**src/rtl/dts_pkg.sv**
```systemverilog
package dts_pkg;

    localparam int unsigned VERTEX_W = 5;
    localparam int unsigned CFG_W    = 6;

    localparam logic [CFG_W-1:0] CFG_RESET = 6'd32;

    localparam logic       CMD_EDGE     = 1'b0;
    localparam logic       CMD_SORT     = 1'b1;
    localparam logic       KIND_ACK     = 1'b0;
    localparam logic       KIND_VERTEX  = 1'b1;
    localparam logic [1:0] STATUS_OK    = 2'd0;
    localparam logic [1:0] STATUS_FULL  = 2'd1;
    localparam logic [1:0] STATUS_RANGE = 2'd2;

    typedef struct packed {
        logic                cmd;
        logic [VERTEX_W-1:0] src_vertex;
        logic [VERTEX_W-1:0] dst_vertex;
    } t_dts_in;

    typedef struct packed {
        logic                kind;
        logic [1:0]          status;
        logic [VERTEX_W-1:0] vertex;
        logic                last;
    } t_dts_out;

    typedef struct packed {
        logic [VERTEX_W-1:0] src;
        logic [VERTEX_W-1:0] dst;
    } t_dts_edge;

    typedef enum logic [2:0] {
        ST_IDLE,
        ST_START,
        ST_CHECK,
        ST_FINISH,
        ST_RESTORE,
        ST_EMIT_RD,
        ST_EMIT_SEND
    } t_dts_state;

    // controller -> datapath
    typedef struct packed {
        logic cfg_write;
        logic accept_edge;
        logic start_sort;
        logic skip_start;
        logic enter_start;
        logic scan_next;
        logic push;
        logic finish;
        logic restore;
        logic emit_init;
        logic emit_load;
    } t_dts_cmd;

    // datapath -> controller
    typedef struct packed {
        logic hit;
        logic j_end;
        logic cnt_zero;
        logic sp_zero;
        logic x_end;
        logic x_visited;
        logic done_zero;
        logic k_zero;
        logic rest_end;
        logic out_free;
    } t_dts_sts;

endpackage

```
**src/rtl/dfs_topological_sort.sv**
```systemverilog
// Depth-first topological sort. A cmd 0 transaction appends one directed edge and
// returns one acknowledgement in the cycle after it is accepted; bad endpoints
// (checked against num_vertices, capped at MAX_VERTICES) and a full table are
// flagged and the edge is dropped. A cmd 1 transaction runs the search over the
// stored edges and returns the vertices in reverse finish order, the final one
// marked last. The edge table is a single-read memory scanned one edge per cycle,
// and every vertex that is reached rescans the table from its resume point, so the
// scan work grows with the number of vertices reached times the number of stored
// edges; each vertex is then read from the finish-order memory before it is sent.
// Only one transaction is in flight at a time; num_vertices may be written only
// while the block is idle.
module dfs_topological_sort #(
    parameter int unsigned MAX_VERTICES = 32,
    parameter int unsigned MAX_EDGES    = 128
) (
    input  logic                       i_clk,
    input  logic                       i_rst_n,
    input  logic                       i_in_valid,
    output logic                       o_in_stall,
    input  dts_pkg::t_dts_in           i_in_data,
    output logic                       o_out_valid,
    input  logic                       i_out_stall,
    output dts_pkg::t_dts_out          o_out_data,
    input  logic                       i_cfg_valid,
    output logic                       o_cfg_ready,
    input  logic [dts_pkg::CFG_W-1:0]  i_cfg_data
);
    import dts_pkg::*;

    t_dts_cmd cmd;
    t_dts_sts sts;

    dts_ctrl u_ctrl (
        .i_clk       (i_clk),
        .i_rst_n     (i_rst_n),
        .i_in_valid  (i_in_valid),
        .i_in_cmd    (i_in_data.cmd),
        .i_cfg_valid (i_cfg_valid),
        .i_sts       (sts),
        .o_in_stall  (o_in_stall),
        .o_cfg_ready (o_cfg_ready),
        .o_cmd       (cmd)
    );

    dts_datapath #(
        .MAX_VERTICES (MAX_VERTICES),
        .MAX_EDGES    (MAX_EDGES)
    ) u_datapath (
        .i_clk       (i_clk),
        .i_rst_n     (i_rst_n),
        .i_cmd       (cmd),
        .o_sts       (sts),
        .i_in_data   (i_in_data),
        .i_cfg_data  (i_cfg_data),
        .i_out_stall (i_out_stall),
        .o_out_valid (o_out_valid),
        .o_out_data  (o_out_data)
    );

    a_edge_ack: assert property (@(posedge i_clk) disable iff (!i_rst_n)
        cmd.accept_edge |=> o_out_valid && o_out_data.last && o_out_data.kind == KIND_ACK)
        else $error("edge transaction did not produce a final acknowledgement");

    a_sort_clear: assert property (@(posedge i_clk) disable iff (!i_rst_n)
        cmd.start_sort |=> !sts.x_visited && sts.sp_zero && sts.done_zero)
        else $error("search state not cleared at start of sort");

    a_push_depth: assert property (@(posedge i_clk) disable iff (!i_rst_n)
        cmd.push |=> !sts.sp_zero)
        else $error("stack empty right after a push");

    a_emit: assert property (@(posedge i_clk) disable iff (!i_rst_n)
        cmd.emit_load |=> o_out_valid && o_out_data.kind == KIND_VERTEX
                          && o_out_data.status == STATUS_OK)
        else $error("sorted vertex not presented after load");

endmodule

```
**src/rtl/dts_datapath.sv**
```systemverilog
module dts_datapath #(
    parameter int unsigned MAX_VERTICES = 32,
    parameter int unsigned MAX_EDGES    = 128
) (
    input  logic                        i_clk,
    input  logic                        i_rst_n,
    input  dts_pkg::t_dts_cmd           i_cmd,
    output dts_pkg::t_dts_sts           o_sts,
    input  dts_pkg::t_dts_in            i_in_data,
    input  logic [dts_pkg::CFG_W-1:0]   i_cfg_data,
    input  logic                        i_out_stall,
    output logic                        o_out_valid,
    output dts_pkg::t_dts_out           o_out_data
);
    import dts_pkg::*;

    localparam int unsigned VW = (MAX_VERTICES > 1) ? $clog2(MAX_VERTICES) : 1;
    localparam int unsigned LW = (VW + 1 > CFG_W) ? VW + 1 : CFG_W;
    localparam int unsigned CW = $clog2(MAX_EDGES + 1);
    localparam int unsigned AW = (MAX_EDGES > 1) ? $clog2(MAX_EDGES) : 1;
    localparam int unsigned SW = VW + CW;

    logic [CFG_W-1:0]        r_cfg, n_cfg;
    logic [CW-1:0]           r_count, n_count;
    logic [MAX_VERTICES-1:0] r_visited, n_visited;
    logic [LW-1:0]           r_x, n_x;
    logic [LW-1:0]           r_done, n_done;
    logic [VW-1:0]           r_sp, n_sp;
    logic [VW-1:0]           r_k, n_k;
    logic [VW-1:0]           r_cur, n_cur;
    logic [CW-1:0]           r_j, n_j;
    logic                    r_out_valid, n_out_valid;
    t_dts_out                r_out, n_out;

    t_dts_edge               r_edge_mem [MAX_EDGES];
    logic [SW-1:0]           r_stk_mem [MAX_VERTICES];
    logic [VW-1:0]           r_fin_mem [MAX_VERTICES];
    t_dts_edge               r_edata;
    logic [SW-1:0]           r_sdata;
    logic [VW-1:0]           r_fdata;

    logic [LW-1:0]           lim;
    logic [LW-1:0]           in_src_x, in_dst_x;
    logic [1:0]              edge_status;
    logic [LW-1:0]           e_src_x, e_dst_x;
    logic                    e_hit;
    logic [CW:0]             j_inc;
    logic [VW-1:0]           s_vtx;
    logic [CW-1:0]           s_j;
    logic [LW-1:0]           f_ext;

    always_comb begin
        lim = (LW'(r_cfg) > LW'(MAX_VERTICES)) ? LW'(MAX_VERTICES) : LW'(r_cfg);

        in_src_x = LW'(i_in_data.src_vertex);
        in_dst_x = LW'(i_in_data.dst_vertex);
        if (in_src_x >= lim || in_dst_x >= lim) begin
            edge_status = STATUS_RANGE;
        end else if (r_count == CW'(MAX_EDGES)) begin
            edge_status = STATUS_FULL;
        end else begin
            edge_status = STATUS_OK;
        end

        e_src_x = LW'(r_edata.src);
        e_dst_x = LW'(r_edata.dst);
        e_hit   = (e_src_x == LW'(r_cur)) && (e_dst_x < lim)
                  && !r_visited[e_dst_x[VW-1:0]];
        j_inc   = {1'b0, r_j} + 1'b1;

        s_vtx   = r_sdata[SW-1:CW];
        s_j     = r_sdata[CW-1:0];
        f_ext   = LW'(r_fdata);
    end

    always_comb begin
        o_sts.hit       = e_hit;
        o_sts.j_end     = j_inc >= {1'b0, r_count};
        o_sts.cnt_zero  = r_count == '0;
        o_sts.sp_zero   = r_sp == '0;
        o_sts.x_end     = r_x == lim;
        o_sts.x_visited = r_visited[r_x[VW-1:0]];
        o_sts.done_zero = r_done == '0;
        o_sts.k_zero    = r_k == '0;
        o_sts.rest_end  = s_j >= r_count;
        o_sts.out_free  = !r_out_valid || !i_out_stall;
    end

    always_comb begin
        n_cfg       = r_cfg;
        n_count     = r_count;
        n_visited   = r_visited;
        n_x         = r_x;
        n_done      = r_done;
        n_sp        = r_sp;
        n_k         = r_k;
        n_cur       = r_cur;
        n_j         = r_j;
        n_out_valid = r_out_valid && i_out_stall;
        n_out       = r_out;

        if (i_cmd.cfg_write) begin
            n_cfg = i_cfg_data;
        end
        if (i_cmd.accept_edge) begin
            n_out_valid   = 1'b1;
            n_out.kind    = KIND_ACK;
            n_out.status  = edge_status;
            n_out.vertex  = '0;
            n_out.last    = 1'b1;
            if (edge_status == STATUS_OK) begin
                n_count = r_count + 1'b1;
            end
        end
        if (i_cmd.start_sort) begin
            n_visited = '0;
            n_x       = '0;
            n_done    = '0;
            n_sp      = '0;
        end
        if (i_cmd.skip_start) begin
            n_x = r_x + 1'b1;
        end
        if (i_cmd.enter_start) begin
            n_visited[r_x[VW-1:0]] = 1'b1;
            n_cur = r_x[VW-1:0];
            n_j   = '0;
            n_x   = r_x + 1'b1;
        end
        if (i_cmd.scan_next) begin
            n_j = j_inc[CW-1:0];
        end
        if (i_cmd.push) begin
            n_visited[e_dst_x[VW-1:0]] = 1'b1;
            n_cur = e_dst_x[VW-1:0];
            n_j   = '0;
            n_sp  = r_sp + 1'b1;
        end
        if (i_cmd.finish) begin
            n_done = r_done + 1'b1;
            if (r_sp != '0) begin
                n_sp = r_sp - 1'b1;
            end
        end
        if (i_cmd.restore) begin
            n_cur = s_vtx;
            n_j   = s_j;
        end
        if (i_cmd.emit_init) begin
            n_k = VW'(r_done - 1'b1);
        end
        if (i_cmd.emit_load) begin
            n_out_valid  = 1'b1;
            n_out.kind   = KIND_VERTEX;
            n_out.status = STATUS_OK;
            n_out.vertex = f_ext[VERTEX_W-1:0];
            n_out.last   = r_k == '0;
            if (r_k != '0) begin
                n_k = r_k - 1'b1;
            end
        end
    end

    always_ff @(posedge i_clk) begin
        if (!i_rst_n) begin
            r_cfg       <= CFG_RESET;
            r_count     <= '0;
            r_visited   <= '0;
            r_x         <= '0;
            r_done      <= '0;
            r_sp        <= '0;
            r_k         <= '0;
            r_out_valid <= 1'b0;
        end else begin
            r_cfg       <= n_cfg;
            r_count     <= n_count;
            r_visited   <= n_visited;
            r_x         <= n_x;
            r_done      <= n_done;
            r_sp        <= n_sp;
            r_k         <= n_k;
            r_out_valid <= n_out_valid;
        end
    end

    always_ff @(posedge i_clk) begin
        r_cur <= n_cur;
        r_j   <= n_j;
        r_out <= n_out;
    end

    // edge table: one write on a stored edge, one read per cycle at the next scan index
    always_ff @(posedge i_clk) begin
        if (i_cmd.accept_edge && edge_status == STATUS_OK) begin
            r_edge_mem[r_count[AW-1:0]] <= '{src: i_in_data.src_vertex,
                                             dst: i_in_data.dst_vertex};
        end
        r_edata <= r_edge_mem[n_j[AW-1:0]];
    end

    // saved frames of suspended vertices; top of stack read ahead for a pop
    always_ff @(posedge i_clk) begin
        if (i_cmd.push) begin
            r_stk_mem[r_sp] <= {r_cur, j_inc[CW-1:0]};
        end
        r_sdata <= r_stk_mem[r_sp - 1'b1];
    end

    always_ff @(posedge i_clk) begin
        if (i_cmd.finish) begin
            r_fin_mem[r_done[VW-1:0]] <= r_cur;
        end
        r_fdata <= r_fin_mem[r_k];
    end

    assign o_out_valid = r_out_valid;
    assign o_out_data  = r_out;

endmodule

```
**src/rtl/dts_ctrl.sv**
```systemverilog
module dts_ctrl (
    input  logic               i_clk,
    input  logic               i_rst_n,
    input  logic               i_in_valid,
    input  logic               i_in_cmd,
    input  logic               i_cfg_valid,
    input  dts_pkg::t_dts_sts  i_sts,
    output logic               o_in_stall,
    output logic               o_cfg_ready,
    output dts_pkg::t_dts_cmd  o_cmd
);
    import dts_pkg::*;

    t_dts_state r_state, n_state;

    always_ff @(posedge i_clk) begin
        if (!i_rst_n) begin
            r_state <= ST_IDLE;
        end else begin
            r_state <= n_state;
        end
    end

    always_comb begin
        n_state = r_state;
        case (r_state)
            ST_IDLE: begin
                if (i_in_valid && i_sts.out_free && i_in_cmd == CMD_SORT) begin
                    n_state = ST_START;
                end
            end
            ST_START: begin
                if (i_sts.x_end) begin
                    n_state = i_sts.done_zero ? ST_IDLE : ST_EMIT_RD;
                end else if (!i_sts.x_visited) begin
                    n_state = i_sts.cnt_zero ? ST_FINISH : ST_CHECK;
                end
            end
            ST_CHECK: begin
                if (!i_sts.hit && i_sts.j_end) begin
                    n_state = ST_FINISH;
                end
            end
            ST_FINISH: begin
                n_state = i_sts.sp_zero ? ST_START : ST_RESTORE;
            end
            ST_RESTORE: begin
                n_state = i_sts.rest_end ? ST_FINISH : ST_CHECK;
            end
            ST_EMIT_RD: begin
                n_state = ST_EMIT_SEND;
            end
            ST_EMIT_SEND: begin
                if (i_sts.out_free) begin
                    n_state = i_sts.k_zero ? ST_IDLE : ST_EMIT_RD;
                end
            end
            default: begin
                n_state = ST_IDLE;
            end
        endcase
    end

    always_comb begin
        o_cmd       = '0;
        o_in_stall  = 1'b1;
        o_cfg_ready = 1'b0;
        case (r_state)
            ST_IDLE: begin
                o_cfg_ready     = 1'b1;
                o_in_stall      = !i_sts.out_free;
                o_cmd.cfg_write = i_cfg_valid;
                if (i_in_valid && i_sts.out_free) begin
                    o_cmd.accept_edge = i_in_cmd == CMD_EDGE;
                    o_cmd.start_sort  = i_in_cmd == CMD_SORT;
                end
            end
            ST_START: begin
                if (i_sts.x_end) begin
                    o_cmd.emit_init = !i_sts.done_zero;
                end else if (i_sts.x_visited) begin
                    o_cmd.skip_start = 1'b1;
                end else begin
                    o_cmd.enter_start = 1'b1;
                end
            end
            ST_CHECK: begin
                if (i_sts.hit) begin
                    o_cmd.push = 1'b1;
                end else if (!i_sts.j_end) begin
                    o_cmd.scan_next = 1'b1;
                end
            end
            ST_FINISH: begin
                o_cmd.finish = 1'b1;
            end
            ST_RESTORE: begin
                o_cmd.restore = 1'b1;
            end
            ST_EMIT_RD: begin
                o_cmd = '0;
            end
            ST_EMIT_SEND: begin
                o_cmd.emit_load = i_sts.out_free;
            end
            default: begin
                o_cmd = '0;
            end
        endcase
    end

endmodule
```
**config.mk**
```make
export PLATFORM = sky130hd
export DESIGN_NAME = dfs_topological_sort
export DESIGN_NICKNAME = d
export VERILOG_FILES = /design/src/rtl/dts_pkg.sv /design/src/rtl/dfs_topological_sort.sv /design/src/rtl/dts_datapath.sv /design/src/rtl/dts_ctrl.sv
export SDC_FILE = /design/constraint.sdc
export NUM_CORES = 2
export LEC_CHECK = 0
export ABC_AREA = 1
export BUFFER_PORTS_ARGS = -buffer_cell sky130_fd_sc_hd__buf_2
export CAP_MARGIN = 20
export CORE_AREA = 5 5 502 504
export CTS_BUF_LIST = sky130_fd_sc_hd__clkbuf_8
export CTS_CLUSTER_SIZE = 28
export DETAILED_ROUTE_END_ITERATION = 7
export DIE_AREA = 0 0 507 509
export GPL_TIMING_DRIVEN = 0
export PLACE_DENSITY = 0.61
export SKIP_CTS_REPAIR_TIMING = 1
export SYNTH_ARGS = -nofsm -noshare
export SYNTH_HDL_FRONTEND = slang
export SYNTH_SLANG_ARGS = --single-unit
```
**constraint.sdc**
```tcl
create_clock -name i_clk -period 5.1 [get_ports i_clk]
set_clock_uncertainty 0.05 [all_clocks]
set_input_delay 0 -clock i_clk [delete_from_list [all_inputs] [get_ports i_clk]]
set_output_delay 0 -clock i_clk [all_outputs]
set_load 0.1 [all_outputs]
```
==> impl_summary.txt <==
----------------------------------------------------
[Outcome]
  Status ... finished with violations
  Failing checks ... negative setup slack

[Place]
  Gpl congestion ... 0.9380
  Count of buffers from port buffering ... 33
  Cell Count Post-Placement ... roughly 12000
  Placed cell areas ... 91490 um^2
  Sum of net half-perimeters after detailed placement ... 174700 um

[Worst hold path]
  End point of the most critical hold path ... u_datapath.r_edge_mem[112][5]$_DFFE_PP_
  Worst hold stages ... 2
  Class of the worst hold path ... primary input to register
  Worst hold path startpoint ... i_in_data[5]

[Worst setup path]
  Crit start category ... register
  Worst Reg-to-Reg Cells ... 15
  RR Startpoint ... u_datapath.r_cfg[0]$_SDFFE_PN0P_
  Max stage delay cell, worst path ... nand3_2
  Cell type group with the largest total delay on the critical path ... simple AND/OR/NAND/NOR gates
  Crit path kind ... register to register
  CP Data Required Time ... 5730 ps
  Buffers and inverters on the worst path ... 3
  Series of cell instances along the critical path ... inv_1 -> nor2_1 -> ha_1 -> o21ai_0 -> a21boi_0 -> o21ai_0 -> a21boi_0 -> o41ai_2 -> nand2_1 -> nor2_1 -> inv_1 -> nor2_2 -> nand3_2 -> buf_4 -> nor2_4
  Beginning of the critical path ... u_datapath.r_cfg[0]$_SDFFE_PN0P_
  Endpoint type of the worst setup path ... register
  End of the worst register-to-register path ... u_datapath.r_edge_mem[61][0]$_DFFE_PP_
  Critical-path maximum fanout ... 10
  Minimum setup slack among reg-to-reg paths ... -20 ps
  Arrival time worst endpoint ... 5750 ps
  Highest cell delay on the worst timing path ... approximately 550 ps

[Global route]
  GRT met2 Usage ... 31.38%
  Most heavily used metal layer in global routing ... met2
  Number of antenna violations at the first check in global routing ... 11
  Pin count of the biggest net entering global routing ... 86
  Met3 track utilization from global routing ... 3.744%
  Overall fraction of global-route tracks in use ... 19.63%
  Global-route wire length before repair ... approximately 380000 um
  Vias in the first global route ... just under 60000
  GR Overflow Total ... 0
  Met1 usage ... 26.77%

[Timing]
  Min setup slack post-route ... -15.55 ps
  Total setup violations reported at the end of the flow ... 8
  Period Utilization, post-route ... 100.3%
  RSZ-0062 raised after global routing ... yes
  Transition at the pin with the smallest max-transition slack ... around 1200 ps
  Number of pins exceeding their max-slew limit in the final report ... 0
  Time the final worst path needs with I/O delays and setup ... between 5000 and 6000 ps
  Number of hold-slack violations in the final timing report ... 0
  Slew headroom ... 21.58%
  Worst hold slack ... ~18 ps
  Fmax achieved ... 195.5 MHz

[Yosys]
  Sequential-to-total area share from yosys stat ... 67.80%
  Mean area per synthesized cell ... about 10 um^2
  Net count after synthesis ... 8281
  Number of synthesized flops with an enable pin ... 1868
  Post-synthesis register bit count ... 1978
  Post-Synthesis Cells ... 8212
  Share of flip-flops with an asynchronous set or reset after synthesis ... 0%
  Number of warnings reported in the yosys synthesis log ... 0
  Syn Std Cell Area ... 85990 um^2
  Distinct cell type count of the synthesized netlist ... 50
  Post-synth top flop ... edfxtp_1

[Floorplanning]
  Area of the die ... 258100 um^2
  Num ports ... 34
  Core region area ... 247300 um^2
  Die Ht ... 509 um
  Initial Utilization ... 34.77%
  Number of placement rows ... 183
  X dimension of the die ... 507 um

[Cells and area]
  Post-layout instance count excluding filler cells ... 12220
  Multi-input gate area in the final layout ... 21310 um^2
  Utilization after layout ... 40.13%
  Layout overhead on the synthesized area ... 15.40%
  Layout fillers ... 23580
  Final Instance Area ... 99230 um^2
  Area occupied by registers ... 58300 um^2
  Post-layout net count ... 8800
  Share of cells above drive strength 1 ... between 10% and 20%

[Drt]
  First-iteration detailed-routing DRC count ... 7063
  Post-DRT Antenna Nets ... 0
  Vias per inst ... a little over 5
  Count of vias placed by the detailed router ... 62490
  Wire length per cell ... 21.66 um
  Router iterations before antenna repair ... 6
  Routed wire length ... 264700 um
  Detailed-route DRC error count ... 0

[Power]
  Part of the total power dissipated in sequential elements ... between 30% and 40%
  Static leakage power ... 39.33 nW
  Cell area power density ... 478.3 nW/um^2
  Switching Share ... 38.24%
  Logic pwr share ... 33.4%
  Switching Power ... 18.15 mW
  VDD IR-drop max ... 0.4166 mV
  Int Pwr ... 29.31 mW
  Portion of total power attributed to the clock network ... 27.7%

[CTS]
  CTS clock-pin slew for the worst setup and hold paths ... 60 ps
  Maximum clock insertion buffer count ... 4
  Cts bufs inserted ... approximately 340
  Skew-Pair Late Insertion Delay ... 1090 ps
  Root buffer selected by CTS ... clkbuf_8
  Number of sinks on the clock net ... 1978
  CTS tree ... done
  H-tree depth ... 5

[Flow run]
  Max-cap violations ... 0

----------------------------------------------------
==> routing by layer <==
layer,wire [um],vias to the layer above
met1,109800,30320
met2,121400,2992
met5,13,-
met3,23970,520
li1,-,28650
met4,9459,2
==> cell type report <==
class                      instances  area share, %
inverter                        1368          5.185
antenna                            5        0.01261
sequential                      1978          58.75
buffer                           441          2.179
tap                             3237          4.082
clock buffer                     353          4.896
clock inverter                   239          1.189
multi-input combinational       4425          21.47
timing repair buffer             174          2.234
==> cell families (layout without fill, tap and decap cells) <==
group | count (synthesis) | in the layout | synth area share [%]
simple gates | 3666 | 3666 | 18.20
flops | 1978 | 1978 | 67.80
buf+inv | 1809 | 2575 | 8.348
compound gates | 697 | 697 | 4.814
fa+ha+maj | 47 | 47 | 0.6839
xor+xnor | 15 | 15 | 0.1528
other cells | 0 | 5 | 0
==> synth_stat cells, types with 67 or more instances <==
master / number / area, um^2
nand2_1: 1630 / 6118
buf_2: 190 / 950.9
o22ai_1: 88 / 550.5
nor2_1: 601 / 2256
dfxtp_1: 110 / 2202
inv_1: 1352 / 5075
a21oi_1: 67 / 335.3
edfxtp_1: 1868 / 56090
nand3_1: 1380 / 6907
clkbuf_1: 202 / 758.2
o221ai_1: 72 / 630.6
o21ai_0: 354 / 1772
==> worst max-delay path by stage <==
stage / endpoint / slack, ps / cells past startpoint
6_report: u_datapath.r_edge_mem[61][0]$_DFFE_PP_ / -20 / 15
5_1_grt: u_datapath.r_edge_mem[125][6]$_DFFE_PP_ / -170 / 14
4_1_cts: u_datapath.e_dst_x[4]$_DFF_P_ / -1570 / 22
3_5_place_dp: u_datapath.e_dst_x[4]$_DFF_P_ / -1530 / 22
3_3_place_gp: u_datapath.r_edge_mem[61][5]$_DFFE_PP_ / -3540 / 14
2_1_floorplan: u_datapath.e_dst_x[0]$_DFF_P_ / 690 / 22
==> flip-flops by register name, summed over array words and instances, names as in the netlist <==
signal	flops
u_datapath.r_fin_mem	160
u_datapath.r_edge_mem	1280
u_datapath.r_visited	32
u_datapath.e_dst_x	5
u_datapath.r_fdata	5
u_datapath.r_cur	5
u_datapath.r_stk_mem	416
u_datapath.e_src_x	5
u_datapath.r_x	6
u_datapath.r_done	6
u_datapath.r_sp	5
u_datapath.r_j	8
u_datapath.o_out_valid	1
u_datapath.r_sdata	13
u_datapath.r_k	5
u_ctrl.r_state	3
u_datapath.r_count	8
u_datapath.o_out_data	9
u_datapath.r_cfg	6
==> power groups by stage <==
stage	clock network, mW	logic (mW)	registers [mW]
finish	13.2	15.8	18.5
global route	14.1	16.9	18.5
CTS	13.3	15.1	18.5
detailed placement	0	15.1	18.8
global placement	0	14.4	19.1
floorplan	0	8.66	18.9
==> layout by cell type (no fill, tap or decap), types with 18 or more instances in the layout <==
cell and instances:
clkbuf_8 353, nand2_1 1626, clkinv_1 92, buf_6 45
o22ai_1 88, buf_16 26, inv_1 1454, buf_2 200
clkbuf_1 186, a21oi_1 66, o211ai_1 34, nor2_2 21
nand3_1 1373, buf_4 44, clkinv_2 28, nor3_1 18
ha_1 46, edfxtp_1 1868, o221ai_1 72, nor2_1 508
dfxtp_1 107, clkbuf_4 18, o21ai_0 354, dlygate4sd3_1 54
nor2_4 77
==> through the flow <==
stage	total power [mW]	setup TNS (ps)	setup slack [ps]
2_1_floorplan	27.59	0	686.8
3_3_place_gp	33.49	-4210890	-3536
3_5_place_dp	33.87	-1236890	-1529
4_1_cts	46.91	-837590	-1567
5_1_grt	49.49	-25290	-171.8
6_report	47.46	-91.28	-15.55
Power figures use the tool's default switching activity.
